<file path="src/imu_ca_pkg.sv">
// Package with shared constants and the CORDIC arctangent table for the attitude filter.
`default_nettype none
package imu_ca_pkg;

	localparam int DataW = 32;
	localparam int CordW = 50;
	localparam int AngW = 34;

	localparam logic [15:0] WKeepSlow = 16'd65208;
	localparam logic [15:0] WNewSlow = 16'd328;
	localparam logic [15:0] WKeepFast = 16'd58982;
	localparam logic [15:0] WNewFast = 16'd6554;
	localparam logic [31:0] InvGain = 32'd2608131496;
	localparam logic signed [AngW-1:0] Deg90 = 34'sd1509949440;

	function automatic logic signed [AngW-1:0] atan_deg24(input logic [4:0] idx);
		logic signed [AngW-1:0] r;
		begin
			case (idx)
				5'd0: r = 34'sd754974720;
				5'd1: r = 34'sd445687602;
				5'd2: r = 34'sd235489088;
				5'd3: r = 34'sd119537938;
				5'd4: r = 34'sd60000934;
				5'd5: r = 34'sd30029717;
				5'd6: r = 34'sd15018523;
				5'd7: r = 34'sd7509720;
				5'd8: r = 34'sd3754917;
				5'd9: r = 34'sd1877466;
				5'd10: r = 34'sd938734;
				5'd11: r = 34'sd469367;
				5'd12: r = 34'sd234684;
				5'd13: r = 34'sd117342;
				5'd14: r = 34'sd58671;
				5'd15: r = 34'sd29335;
				5'd16: r = 34'sd14668;
				5'd17: r = 34'sd7334;
				5'd18: r = 34'sd3667;
				5'd19: r = 34'sd1833;
				5'd20: r = 34'sd917;
				5'd21: r = 34'sd458;
				5'd22: r = 34'sd229;
				5'd23: r = 34'sd115;
				5'd24: r = 34'sd57;
				5'd25: r = 34'sd29;
				5'd26: r = 34'sd14;
				5'd27: r = 34'sd7;
				5'd28: r = 34'sd4;
				5'd29: r = 34'sd2;
				5'd30: r = 34'sd1;
				default: r = '0;
			endcase
			return r;
		end
	endfunction

endpackage
`default_nettype wire

</file>
<file path="src/imu_complementary_attitude.sv">
// Complementary pitch and roll filter with a shared iterative CORDIC and serial multiplier.
// The first sample after reset skips integration and the slow blend. A new sample is accepted
// only in the idle state, so the block finishes the previous result before it takes the next.
// Each sample passes through the CORDIC (one iteration a cycle) for roll and then pitch, the
// serial gain step and up to ten serial products.
// Reset clears the state, sample_period returns to 655, and the output is empty.
`default_nettype none
module imu_complementary_attitude #(
	parameter int CORDIC_STEPS = 24
) (
	input wire logic clk,
	input wire logic arst_n,
	input wire logic cfg_we,
	input wire logic [15:0] cfg_wdata,
	input wire logic s_axis_tvalid,
	output logic s_axis_tready,
	// gyro_rate_x, gyro_rate_y, gyro_rate_z, accel_x, accel_y, accel_z
	input wire logic [191:0] s_axis_tdata,
	output logic m_axis_tvalid,
	input wire logic m_axis_tready,
	// pitch_angle, roll_angle, yaw_rate
	output logic [95:0] m_axis_tdata
);

	localparam int Steps = (CORDIC_STEPS > 32) ? 32 : CORDIC_STEPS;
	localparam int CW = imu_ca_pkg::CordW;
	localparam int AW = imu_ca_pkg::AngW;

	localparam logic [3:0] StIdle = 4'd0;
	localparam logic [3:0] StRollPre = 4'd1;
	localparam logic [3:0] StRollRun = 4'd2;
	localparam logic [3:0] StGain = 4'd3;
	localparam logic [3:0] StPitchPre = 4'd4;
	localparam logic [3:0] StPitchRun = 4'd5;
	localparam logic [3:0] StMul = 4'd6;
	localparam logic [3:0] StOut = 4'd7;

	logic [3:0] state_q;
	logic [15:0] period_q;
	logic started_q;
	logic signed [31:0] gp_acc_q, gr_acc_q, sp_q, sr_q;
	logic signed [31:0] gx_q, gy_q, gz_q, ax_q;
	logic signed [CW-1:0] cx_q, cy_q;
	logic signed [AW-1:0] cz_q;
	logic [5:0] it_q;
	logic signed [31:0] aroll_q, apitch_q;
	logic [4:0] op_q;
	logic [5:0] bit_q;
	logic signed [63:0] acc_q;
	logic [63:0] gacc_q;
	logic signed [31:0] p_q, r_q;

	function automatic logic signed [31:0] sat32(input logic signed [65:0] v);
		begin
			if (v > 66'sd2147483647) return 32'sh7fffffff;
			else if (v < -66'sd2147483648) return 32'sh80000000;
			else return v[31:0];
		end
	endfunction

	function automatic logic signed [31:0] rnd16(input logic signed [63:0] v);
		logic signed [65:0] t;
		begin
			t = ($signed({{2{v[63]}}, v}) + 66'sd32768) >>> 16;
			return sat32(t);
		end
	endfunction

	// Multiplier operand selection: signed 32-bit a times unsigned 16-bit b.
	logic signed [31:0] m_a;
	logic [15:0] m_b;
	always_comb begin
		m_a = '0;
		m_b = '0;
		case (op_q)
			5'd0: begin m_a = gy_q; m_b = period_q; end
			5'd1: begin m_a = gx_q; m_b = period_q; end
			5'd2: begin m_a = p_q; m_b = imu_ca_pkg::WKeepSlow; end
			5'd3: begin m_a = apitch_q; m_b = imu_ca_pkg::WNewSlow; end
			5'd4: begin m_a = r_q; m_b = imu_ca_pkg::WKeepSlow; end
			5'd5: begin m_a = aroll_q; m_b = imu_ca_pkg::WNewSlow; end
			5'd6: begin m_a = sp_q; m_b = imu_ca_pkg::WKeepFast; end
			5'd7: begin m_a = gp_acc_q; m_b = imu_ca_pkg::WNewFast; end
			5'd8: begin m_a = sr_q; m_b = imu_ca_pkg::WKeepFast; end
			5'd9: begin m_a = gr_acc_q; m_b = imu_ca_pkg::WNewFast; end
			default: ;
		endcase
	end

	logic signed [CW-1:0] xs, ys;
	logic signed [CW-1:0] pre_x, pre_y;
	logic signed [AW-1:0] pre_z;
	logic zero_vec;
	logic signed [AW+1:0] ang_r;
	logic signed [31:0] ang_q16;
	assign xs = cx_q >>> it_q[4:0];
	assign ys = cy_q >>> it_q[4:0];
	assign zero_vec = (cx_q == '0) && (cy_q == '0);
	assign ang_r = ($signed({{2{cz_q[AW-1]}}, cz_q}) + 36'sd128) >>> 8;
	assign ang_q16 = sat32({{30{ang_r[AW+1]}}, ang_r});

	always_comb begin
		pre_x = cx_q;
		pre_y = cy_q;
		pre_z = '0;
		if (cx_q < 0) begin
			if (cy_q >= 0) begin
				pre_x = cy_q; pre_y = -cx_q; pre_z = imu_ca_pkg::Deg90;
			end else begin
				pre_x = -cy_q; pre_y = cx_q; pre_z = -imu_ca_pkg::Deg90;
			end
		end
	end

	// Gain removal: hi*InvGain + (lo*InvGain >> 16), computed one bit of hi per cycle.
	logic [CW-2:0] umag_q;
	logic [47:0] lo_prod;
	assign lo_prod = 48'(umag_q[15:0]) * 48'(imu_ca_pkg::InvGain);

	logic signed [47:0] pp;
	assign pp = $signed({{16{m_a[31]}}, m_a}) <<< bit_q[3:0];

	assign s_axis_tready = (state_q == StIdle);

	always_ff @(posedge clk or negedge arst_n) begin
		if (!arst_n) begin
			state_q <= StIdle;
			period_q <= 16'd655;
			started_q <= 1'b0;
			gp_acc_q <= '0;
			gr_acc_q <= '0;
			sp_q <= '0;
			sr_q <= '0;
			m_axis_tvalid <= 1'b0;
			it_q <= '0;
			op_q <= '0;
			bit_q <= '0;
		end else begin
			if (cfg_we) period_q <= cfg_wdata;
			if (m_axis_tvalid && m_axis_tready && state_q != StOut) m_axis_tvalid <= 1'b0;
			case (state_q)
				StIdle: begin
					if (s_axis_tvalid) begin
						gx_q <= s_axis_tdata[31:0];
						gy_q <= s_axis_tdata[63:32];
						gz_q <= s_axis_tdata[95:64];
						ax_q <= s_axis_tdata[127:96];
						cx_q <= CW'($signed(s_axis_tdata[191:160])) <<< 14;
						cy_q <= CW'($signed(s_axis_tdata[159:128])) <<< 14;
						state_q <= StRollPre;
					end
				end
				StRollPre, StPitchPre: begin
					cx_q <= pre_x;
					cy_q <= pre_y;
					cz_q <= pre_z;
					it_q <= zero_vec ? 6'(Steps) : 6'd0;
					state_q <= (state_q == StRollPre) ? StRollRun : StPitchRun;
				end
				StRollRun, StPitchRun: begin
					if (it_q < 6'(Steps)) begin
						if (cy_q >= 0) begin
							cx_q <= cx_q + ys;
							cy_q <= cy_q - xs;
							cz_q <= cz_q + imu_ca_pkg::atan_deg24(it_q[4:0]);
						end else begin
							cx_q <= cx_q - ys;
							cy_q <= cy_q + xs;
							cz_q <= cz_q - imu_ca_pkg::atan_deg24(it_q[4:0]);
						end
						it_q <= it_q + 6'd1;
					end else if (state_q == StRollRun) begin
						aroll_q <= ang_q16;
						umag_q <= (cx_q > 0) ? cx_q[CW-2:0] : '0;
						gacc_q <= '0;
						bit_q <= '0;
						state_q <= StGain;
					end else begin
						apitch_q <= sat32(-{{34{ang_q16[31]}}, ang_q16});
						op_q <= started_q ? 5'd0 : 5'd6;
						if (!started_q) begin
							gp_acc_q <= sat32(-{{34{ang_q16[31]}}, ang_q16});
							gr_acc_q <= aroll_q;
							started_q <= 1'b1;
						end
						bit_q <= '0;
						acc_q <= '0;
						state_q <= StMul;
					end
				end
				StGain: begin
					if (bit_q < 6'd33) begin
						if (umag_q[6'd16 + bit_q])
							gacc_q <= gacc_q + (64'(imu_ca_pkg::InvGain) << bit_q);
						bit_q <= bit_q + 6'd1;
					end else begin
						cx_q <= CW'((gacc_q + 64'(lo_prod[47:16])) >> 16);
						cy_q <= CW'($signed(ax_q)) <<< 14;
						state_q <= StPitchPre;
					end
				end
				StMul: begin
					if (bit_q < 6'd16) begin
						if (m_b[bit_q[3:0]])
							acc_q <= acc_q + 64'(pp);
						bit_q <= bit_q + 6'd1;
					end else begin
						bit_q <= '0;
						case (op_q)
							5'd0: begin
								p_q <= rnd16(acc_q + ($signed(64'(gp_acc_q)) <<< 16));
								acc_q <= '0;
							end
							5'd1: begin
								r_q <= rnd16(acc_q + ($signed(64'(gr_acc_q)) <<< 16));
								acc_q <= '0;
							end
							5'd3: begin gp_acc_q <= rnd16(acc_q); acc_q <= '0; end
							5'd5: begin gr_acc_q <= rnd16(acc_q); acc_q <= '0; end
							5'd7: begin sp_q <= rnd16(acc_q); acc_q <= '0; end
							5'd9: begin sr_q <= rnd16(acc_q); acc_q <= '0; end
							default: ;
						endcase
						if (op_q == 5'd9) state_q <= StOut;
						else op_q <= op_q + 5'd1;
					end
				end
				StOut: begin
					if (!m_axis_tvalid || m_axis_tready) begin
						m_axis_tvalid <= 1'b1;
						state_q <= StIdle;
					end
				end
				default: state_q <= StIdle;
			endcase
		end
	end

	always_ff @(posedge clk) begin
		if (state_q == StOut && (!m_axis_tvalid || m_axis_tready))
			m_axis_tdata <= {gz_q, sr_q, sp_q};
	end

	a_ready_idle: assert property (@(posedge clk) disable iff (!arst_n)
		s_axis_tready |-> (state_q == StIdle)) else $error("ready outside idle");
	a_out_hold: assert property (@(posedge clk) disable iff (!arst_n)
		(m_axis_tvalid && !m_axis_tready) |=> m_axis_tvalid) else $error("result dropped");
	a_it_bound: assert property (@(posedge clk) disable iff (!arst_n)
		it_q <= 6'(Steps)) else $error("cordic count overrun");

endmodule
`default_nettype wire

</file>
<file path="config.mk">
export PLATFORM = sky130hd
export DESIGN_NAME = imu_complementary_attitude
export DESIGN_NICKNAME = d
export VERILOG_FILES = /design/src/imu_ca_pkg.sv /design/src/imu_complementary_attitude.sv
export SDC_FILE = /design/constraint.sdc
export NUM_CORES = 2
export LEC_CHECK = 0
export BUFFER_PORTS_ARGS = -buffer_cell sky130_fd_sc_hd__buf_4
export CAP_MARGIN = 15
export CORE_ASPECT_RATIO = 1.5
export CORE_UTILIZATION = 55
export DETAILED_ROUTE_END_ITERATION = 10
export PLACE_DENSITY = 0.74
export SLEW_MARGIN = 10
export SYNTH_ARGS = -nofsm -noshare
export SYNTH_HDL_FRONTEND = slang
export SYNTH_SLANG_ARGS = --single-unit
</file>
<file path="constraint.sdc">
create_clock -name clk -period 20.4 [get_ports clk]
set_clock_uncertainty 0.1 [all_clocks]
set_input_delay 2.04 -clock clk [delete_from_list [all_inputs] [get_ports clk]]
set_output_delay 2.04 -clock clk [all_outputs]
set_load 0.1 [all_outputs]
</file>
Word level (Yosys, flattened, before mapping)
Memories as Yosys holds them, arrays and structs flattened.
Cells that the tools add are included.
{ "totals": {"mem_count": 2, "rom_bits": 1920, "regBits": 830, "output_inout_bits": 98, "input_bits": 213} }
{ "op_classes": {"order_cmp": 18, "eq_ne": 35, "multipliers": 1, "n_reduce_logical": 41, "add_sub_neg": 22, "bitwise": 3, "shifts": 4, "n_mux": 87} }
{ "mem_list": {"columns": ["name", "words", "width", "read_ports", "rd_clocked_by_memory_dff", "wr", "line", "text"], "rows": [
  ["(no name shown)", 32, 30, 1, 0, 0, "imu_ca_pkg.sv:19", "case (idx)"],
  ["(no name shown)", 32, 30, 1, 0, 0, "imu_ca_pkg.sv:19", null]
]} }
{ "op_table": {"columns": ["operator", "count"], "rows": [
  ["two-way mux 50 bit", 12],
  ["two-way mux 32 bit", 18],
  ["two-way mux 64 bit", 9],
  ["case mux 50 bit (4 select lines)", 2],
  ["two-way mux 34 bit", 10],
  ["case mux 32 bit (10 select lines)", 1],
  ["case mux 64 bit (2 select lines)", 2],
  ["adder 64 x 17 -> 65 bit, second input constant", 3],
  ["adder 64 x 48 -> 64 bit", 3],
  ["> comparator 49 x 32 -> 1 bit, second input constant", 3],
  ["< comparator 49 x 32 -> 1 bit, second input constant", 3],
  ["case mux 32 bit (2 select lines)", 2],
  ["adder 50 bit", 2],
  ["logical NOT 50 bit", 2],
  ["negator 50 bit", 2],
  [">>> shifter 50 x 5 -> 50 bit", 2],
  ["subtractor 50 bit", 2],
  ["case mux 16 bit (5 select lines)", 1],
  ["case mux 34 bit (2 select lines)", 1],
  ["> comparator 66 x 32 -> 1 bit, second input constant", 1],
  ["< comparator 66 x 32 -> 1 bit, second input constant", 1],
  ["negator 66 bit", 1],
  ["adder 64 x 32 -> 64 bit", 1],
  ["adder 64 bit", 1],
  ["56 further kinds", 126]
]} }

Longest topological paths before layout
{ "depth": {"ltp_word": 12, "depth_mapped": 38, "mapped_depth_nobuf": 38} }

Worst setup path before layout
OpenSTA, ideal clock, no wires.
{ "synth_timing": {"kind": "register to register", "from": "reg bit_q[0]", "to": "reg gacc_q[10] (enable)", "arrival_ns": 11.988, "stages_incl_launch_ff": 10, "period_less_slack_ns": 12.893, "setup_ns": 0.805, "n_path_buf": 4, "path_slack_ns": 7.507, "path_cell_list": "dfrtp_1 -> buf_1 -> clkbuf_1 -> inv_1 -> clkbuf_1 -> clkbuf_1 -> ha_1 -> nand2_1 -> a21o_1 -> a2111oi_0"} }
{ "synth_via": {"elab_chain_len": 5, "word_cells_on_any_way": 7} }
{ "synth_rtl": {"columns": ["element", "line", "text"], "rows": [
  ["start, declared", "imu_complementary_attitude.sv:48", "logic [5:0] bit_q;"],
  ["start signal, assigned", "imu_complementary_attitude.sv:195", "bit_q <= bit_q + 6'd1;"],
  ["start signal, assigned", "imu_complementary_attitude.sv:206", "bit_q <= bit_q + 6'd1;"],
  ["adder 5 x 6 -> 6 bit", "imu_complementary_attitude.sv:193", "if (umag_q[6'd16 + bit_q])"],
  ["binary-select mux 1 bit (select 6 bit)", "imu_complementary_attitude.sv:193", null],
  ["two-way mux 1 bit (implied by the code)", "imu_complementary_attitude.sv:193", null],
  ["!= test 2 bit (no line)", null, null],
  ["AND reduction 6 bit (no line) (*)", null, null],
  ["end signal, assigned", "imu_complementary_attitude.sv:194", "gacc_q <= gacc_q + (64'(imu_ca_pkg::InvGain) << bit_q);"],
  ["end, declared", "imu_complementary_attitude.sv:50", "logic [63:0] gacc_q;"]
]} }
Mark *: on every way between the ends. The rest lies on a longest branch, timed or not. The select of a mux whose other input is x is not followed.
A chain may end at the register's enable or synchronous reset.

Worst setup path in the final report
{ "layout_timing": {"from": "reg umag_q[5]", "to": "reg cx_q[47] (data pin)"} }
{ "layout_via": {"elab_chain_len": 4} }
{ "layout_rtl": {"columns": ["element", "line", "text"], "rows": [
  ["start, declared", "imu_complementary_attitude.sv:116", "logic [CW-2:0] umag_q;"],
  ["start signal, assigned", "imu_complementary_attitude.sv:174", "umag_q <= (cx_q > 0) ? cx_q[CW-2:0] : '0;"],
  ["multiplier 16 x 29 -> 45 bit", "imu_complementary_attitude.sv:118", "assign lo_prod = 48'(umag_q[15:0]) * 48'(imu_ca_pkg::InvGain);"],
  ["adder 64 x 32 -> 64 bit", "imu_complementary_attitude.sv:197", "cx_q <= CW'((gacc_q + 64'(lo_prod[47:16])) >> 16);"],
  ["two-way mux 50 bit", "imu_complementary_attitude.sv:192", "if (bit_q < 6'd33) begin"],
  ["case mux 50 bit (4 select lines)", "imu_complementary_attitude.sv:141", "case (state_q)"],
  ["end signal, assigned", "imu_complementary_attitude.sv:148", "cx_q <= CW'($signed(s_axis_tdata[191:160])) <<< 14;"],
  ["end signal, assigned", "imu_complementary_attitude.sv:154", "cx_q <= pre_x;"],
  ["end signal, assigned", "imu_complementary_attitude.sv:197", null],
  ["end, declared", "imu_complementary_attitude.sv:43", "logic signed [CW-1:0] cx_q, cy_q;"]
]} }
No other way between the ends. The select of a mux whose other input is x is not followed.

==> out/qor.txt <==
Cells after DPL - 10673
die span in y - 469 um
setup ws final - 10.06 ns
Worst R2R Setup Slack - 10.06 ns
cell row count - 171
Worst R2R Start - umag_q[5]
drt first pass iters - 9
CTS Buf Count - 87
Max Used Layer - met5
syn_area_per_cell - 9.12 um^2
switching share of power - 23.3%
die area - 0.147 mm^2
CP delay by family, top - compound AO/OA/AOI/OAI gates
RSZ-0062 raised after global routing - no
core area - 0.144 mm^2
fin. max-slew vios - 0
WP data arrival - 10.80 ns
post-synth cell types - 105
status - finished clean
Worst Setup SP - umag_q[5]
Port Buffers - 310
worst reg2reg endpoint - cx_q[47]
startpoint types - register
Setup Viol. Count Final - 0
post-CTS setup buffers - 0
Area Growth Syn to Fin - 9.39%
Initial Utilization - 55.3%
initial antenna violation count - 32
YS warnings - 0
root buffer cell - clkbuf_16
Seq/Total Area, Yosys - 29.9%
Most Frequent Cell on Critical Path - ha_1
Vias - 75251
Crit Path Class - reg -> reg
final instance count without filler cells - 10867
WL met2 - 161000 um
largest net degree at the start of global routing - 117
pre-CTS setup slack - 10.08 ns
Seq cells post-synth - 822
TNS Setup - 0 ns
Total Routing Usage GR - 45.5%
WP buf/inv - 5
area occupied by registers - 0.0239 mm^2
WL met1 - 106000 um
GP Congestion - 1.12
worst-case reg-to-reg path depth - 39
width of the die - 313 um
crit path to - cx_q[47]
max_slew headroom - 7.06%
via/cell ratio - 6.92
Worst Path Max Fanout - 9
Hold-fix buffers, CTS - 0
Resized Gates After CTS - 0
number of global-route vias before repair - 74299
worst-skew pair later-pin latency - 0.79 ns
ys async rst share - 20.2%
CP max stage cell - fa_1
layout cells sized above 1 - 11.3%
htree depth - 3
I/O pins - 311
DR iter-0 viols - 8891
fillers - 12421
NetSw - 0.000860 W
Comb power frac - 2.7%
CP Capture Type - register
Tot Pwr - 0.00368 W
post-synthesis instance total - 8761
Fmax - 0.0967 GHz
hpwl dp - 262000 um
Hold/Removal Path Class - reg -> reg
Max Buffers Root-to-Sink - 3
net count reported at finish - 9834
Final Hold Fails - 0
MaxCap Viol Count - 0
Total Wirelength - 340000 um
Final min period - 10.34 ns
dominant synthesized flop cell - edfxtp_1
Mapped Nets - 9729
Routed wire per std cell - 31.3 um
CP Data Required Time - 20.85 ns
clock power share - 48.0%
period utilization - 50.7%
Worst Tran Pin Value - 1.39 ns
Lkg Pwr - 35.7 nW
global-route wire length before repair - 490000 um
clock-pin slew on the worst setup and hold paths - 0.07 ns
peak supply drop - 0.0677 mV
CTS tree - done
WP depth - 39
Pwr Density - 42.1 mW/mm^2
EDFF count, synth - 656
Max stage delay on crit path - 0.61 ns
mapped cell area - 0.0799 mm^2
area of the multi-input gates - 0.0527 mm^2
grt total ovfl - 0
sequential power share - 49.3%
antenna viol nets, final - 0
met3 wire length - 31400 um
Int Pwr - 0.00282 W
clock sink count - 822
DRC viols - 0
[per-stage QoR]
step / cell area [um^2] / hold slack (ns) / utilization, %
global route: 87400 / 0.321 / 60.5
finish: 87400 / 0.320 / 60.5
floorplan: 79900 / 0.300 / -
CTS: 87300 / 0.316 / 60.4
detailed placement: 84200 / 0.305 / 58.3
global placement: 84200 / 0.301 / 58.3
[worst reg2reg max path: cells and delay by family, from the launching register on]
kind,cells,cell delay [ns]
compound gates,17,4.05
xor+xnor,2,0.26
fa+ha+maj,8,3.27
buf+inv,5,0.53
flops,1,0.60
simple gates,7,1.33
[worst min path at each step]
stage               cells after the start                to  slack [ns]     start
finish                                  0  m_axis_tdata[70]        0.32   gz_q[6]
global route                            0  m_axis_tdata[95]        0.32  gz_q[31]
CTS                                     0  m_axis_tdata[85]        0.32  gz_q[21]
detailed placement                      0  m_axis_tdata[70]        0.30   gz_q[6]
global placement                        0  m_axis_tdata[83]        0.30  gz_q[19]
floorplan                               0  m_axis_tdata[64]        0.30   gz_q[0]
[power groups by stage]
stage | registers, W | clock network [W] | logic [W]
after floorplan | 0.00185 | 0 | 0.0000433
after global placement | 0.00185 | 0 | 0.0000950
after detailed placement | 0.00185 | 0 | 0.0000977
after CTS | 0.00181 | 0.00177 | 0.0000990
after global routing | 0.00181 | 0.00182 | 0.000107
final | 0.00181 | 0.00177 | 0.000100
[state kept, by name, summed over array words and instances (netlist names), 34 cells and up]
signal / count
m_axis_tdata: 96
acc_q: 64
gacc_q: 61
cx_q: 50
cy_q: 50
umag_q: 49
cz_q: 34
[synth_stat cells (93+ instances only)]
cell / count / area [um^2]
a21o_1: 258 / 1940
a21oi_1: 511 / 2560
and2_1: 122 / 763
and3_1: 125 / 782
clkbuf_1: 321 / 1200
dfrtp_1: 160 / 4000
edfxtp_1: 656 / 19700
fa_1: 185 / 3700
ha_1: 570 / 7130
inv_1: 479 / 1800
mux2i_1: 175 / 1750
mux4_2: 159 / 3580
nand2_1: 716 / 2690
nand2b_1: 94 / 588
nand3_1: 227 / 1140
nand4_1: 110 / 688
nor2_1: 720 / 2700
nor3_1: 192 / 961
o21a_1: 93 / 698
o21ai_0: 577 / 2890
o31ai_1: 120 / 901
xnor2_1: 424 / 3710
xor2_1: 298 / 2610
[layout by cell type, fill, tap and decap left out, types with 64 or more instances in the layout]
cell type | netlist | layout
nand2_1 | 716 | 712
nor2_1 | 720 | 710
edfxtp_1 | 656 | 656
ha_1 | 570 | 570
o21ai_0 | 577 | 569
a21oi_1 | 511 | 507
inv_1 | 479 | 476
buf_4 | 14 | 443
xnor2_1 | 424 | 424
xor2_1 | 298 | 298
a21o_1 | 258 | 258
nand3_1 | 227 | 227
nor3_1 | 192 | 187
fa_1 | 185 | 185
mux2i_1 | 175 | 171
mux4_2 | 159 | 159
dfrtp_1 | 160 | 149
and3_1 | 125 | 124
and2_1 | 122 | 121
o31ai_1 | 120 | 119
nand4_1 | 110 | 110
nand2b_1 | 94 | 94
o21a_1 | 93 | 92
o22ai_1 | 91 | 91
mux2_2 | 91 | 91
clkbuf_16 | 0 | 90
a31oi_1 | 87 | 85
a211oi_1 | 82 | 82
a22o_1 | 74 | 74
a22oi_1 | 72 | 72
or3_1 | 65 | 64
[cell families (layout without fill, tap and decap cells)]
family                     after synthesis  count (layout)  share of synthesized area [%]
muxes                                  431             431                           8.04
AOI/OAI and AO/OA                     2423            2423                           19.8
DFF                                    822             822                           29.9
and+or+nand+nor                       2685            2685                           16.3
buffers and inverters                  923            1102                           4.52
other                                    0              24                              0
adders and majority gates              755             755                           13.6
xor gates and xnor gates               722             722                           7.91
[routing by layer]
layer  vias to the layer above  global-route usage [%]
met4                        14                    46.4
li1                      32735                       -
met2                      4760                    76.1
met5                         -                       0
met1                     36054                    45.3
met3                      1688                    11.4
[layout make-up]
class | count | share of cell area, %
inverter | 489 | 2.10
clock buffer | 103 | 2.68
clock inverter | 60 | 0.887
antenna | 24 | 0.0687
multi-input combinational | 7016 | 60.3
timing repair buffer | 450 | 3.93
sequential | 822 | 27.3
tap | 1903 | 2.72
(Power assumes the default switching activity.)
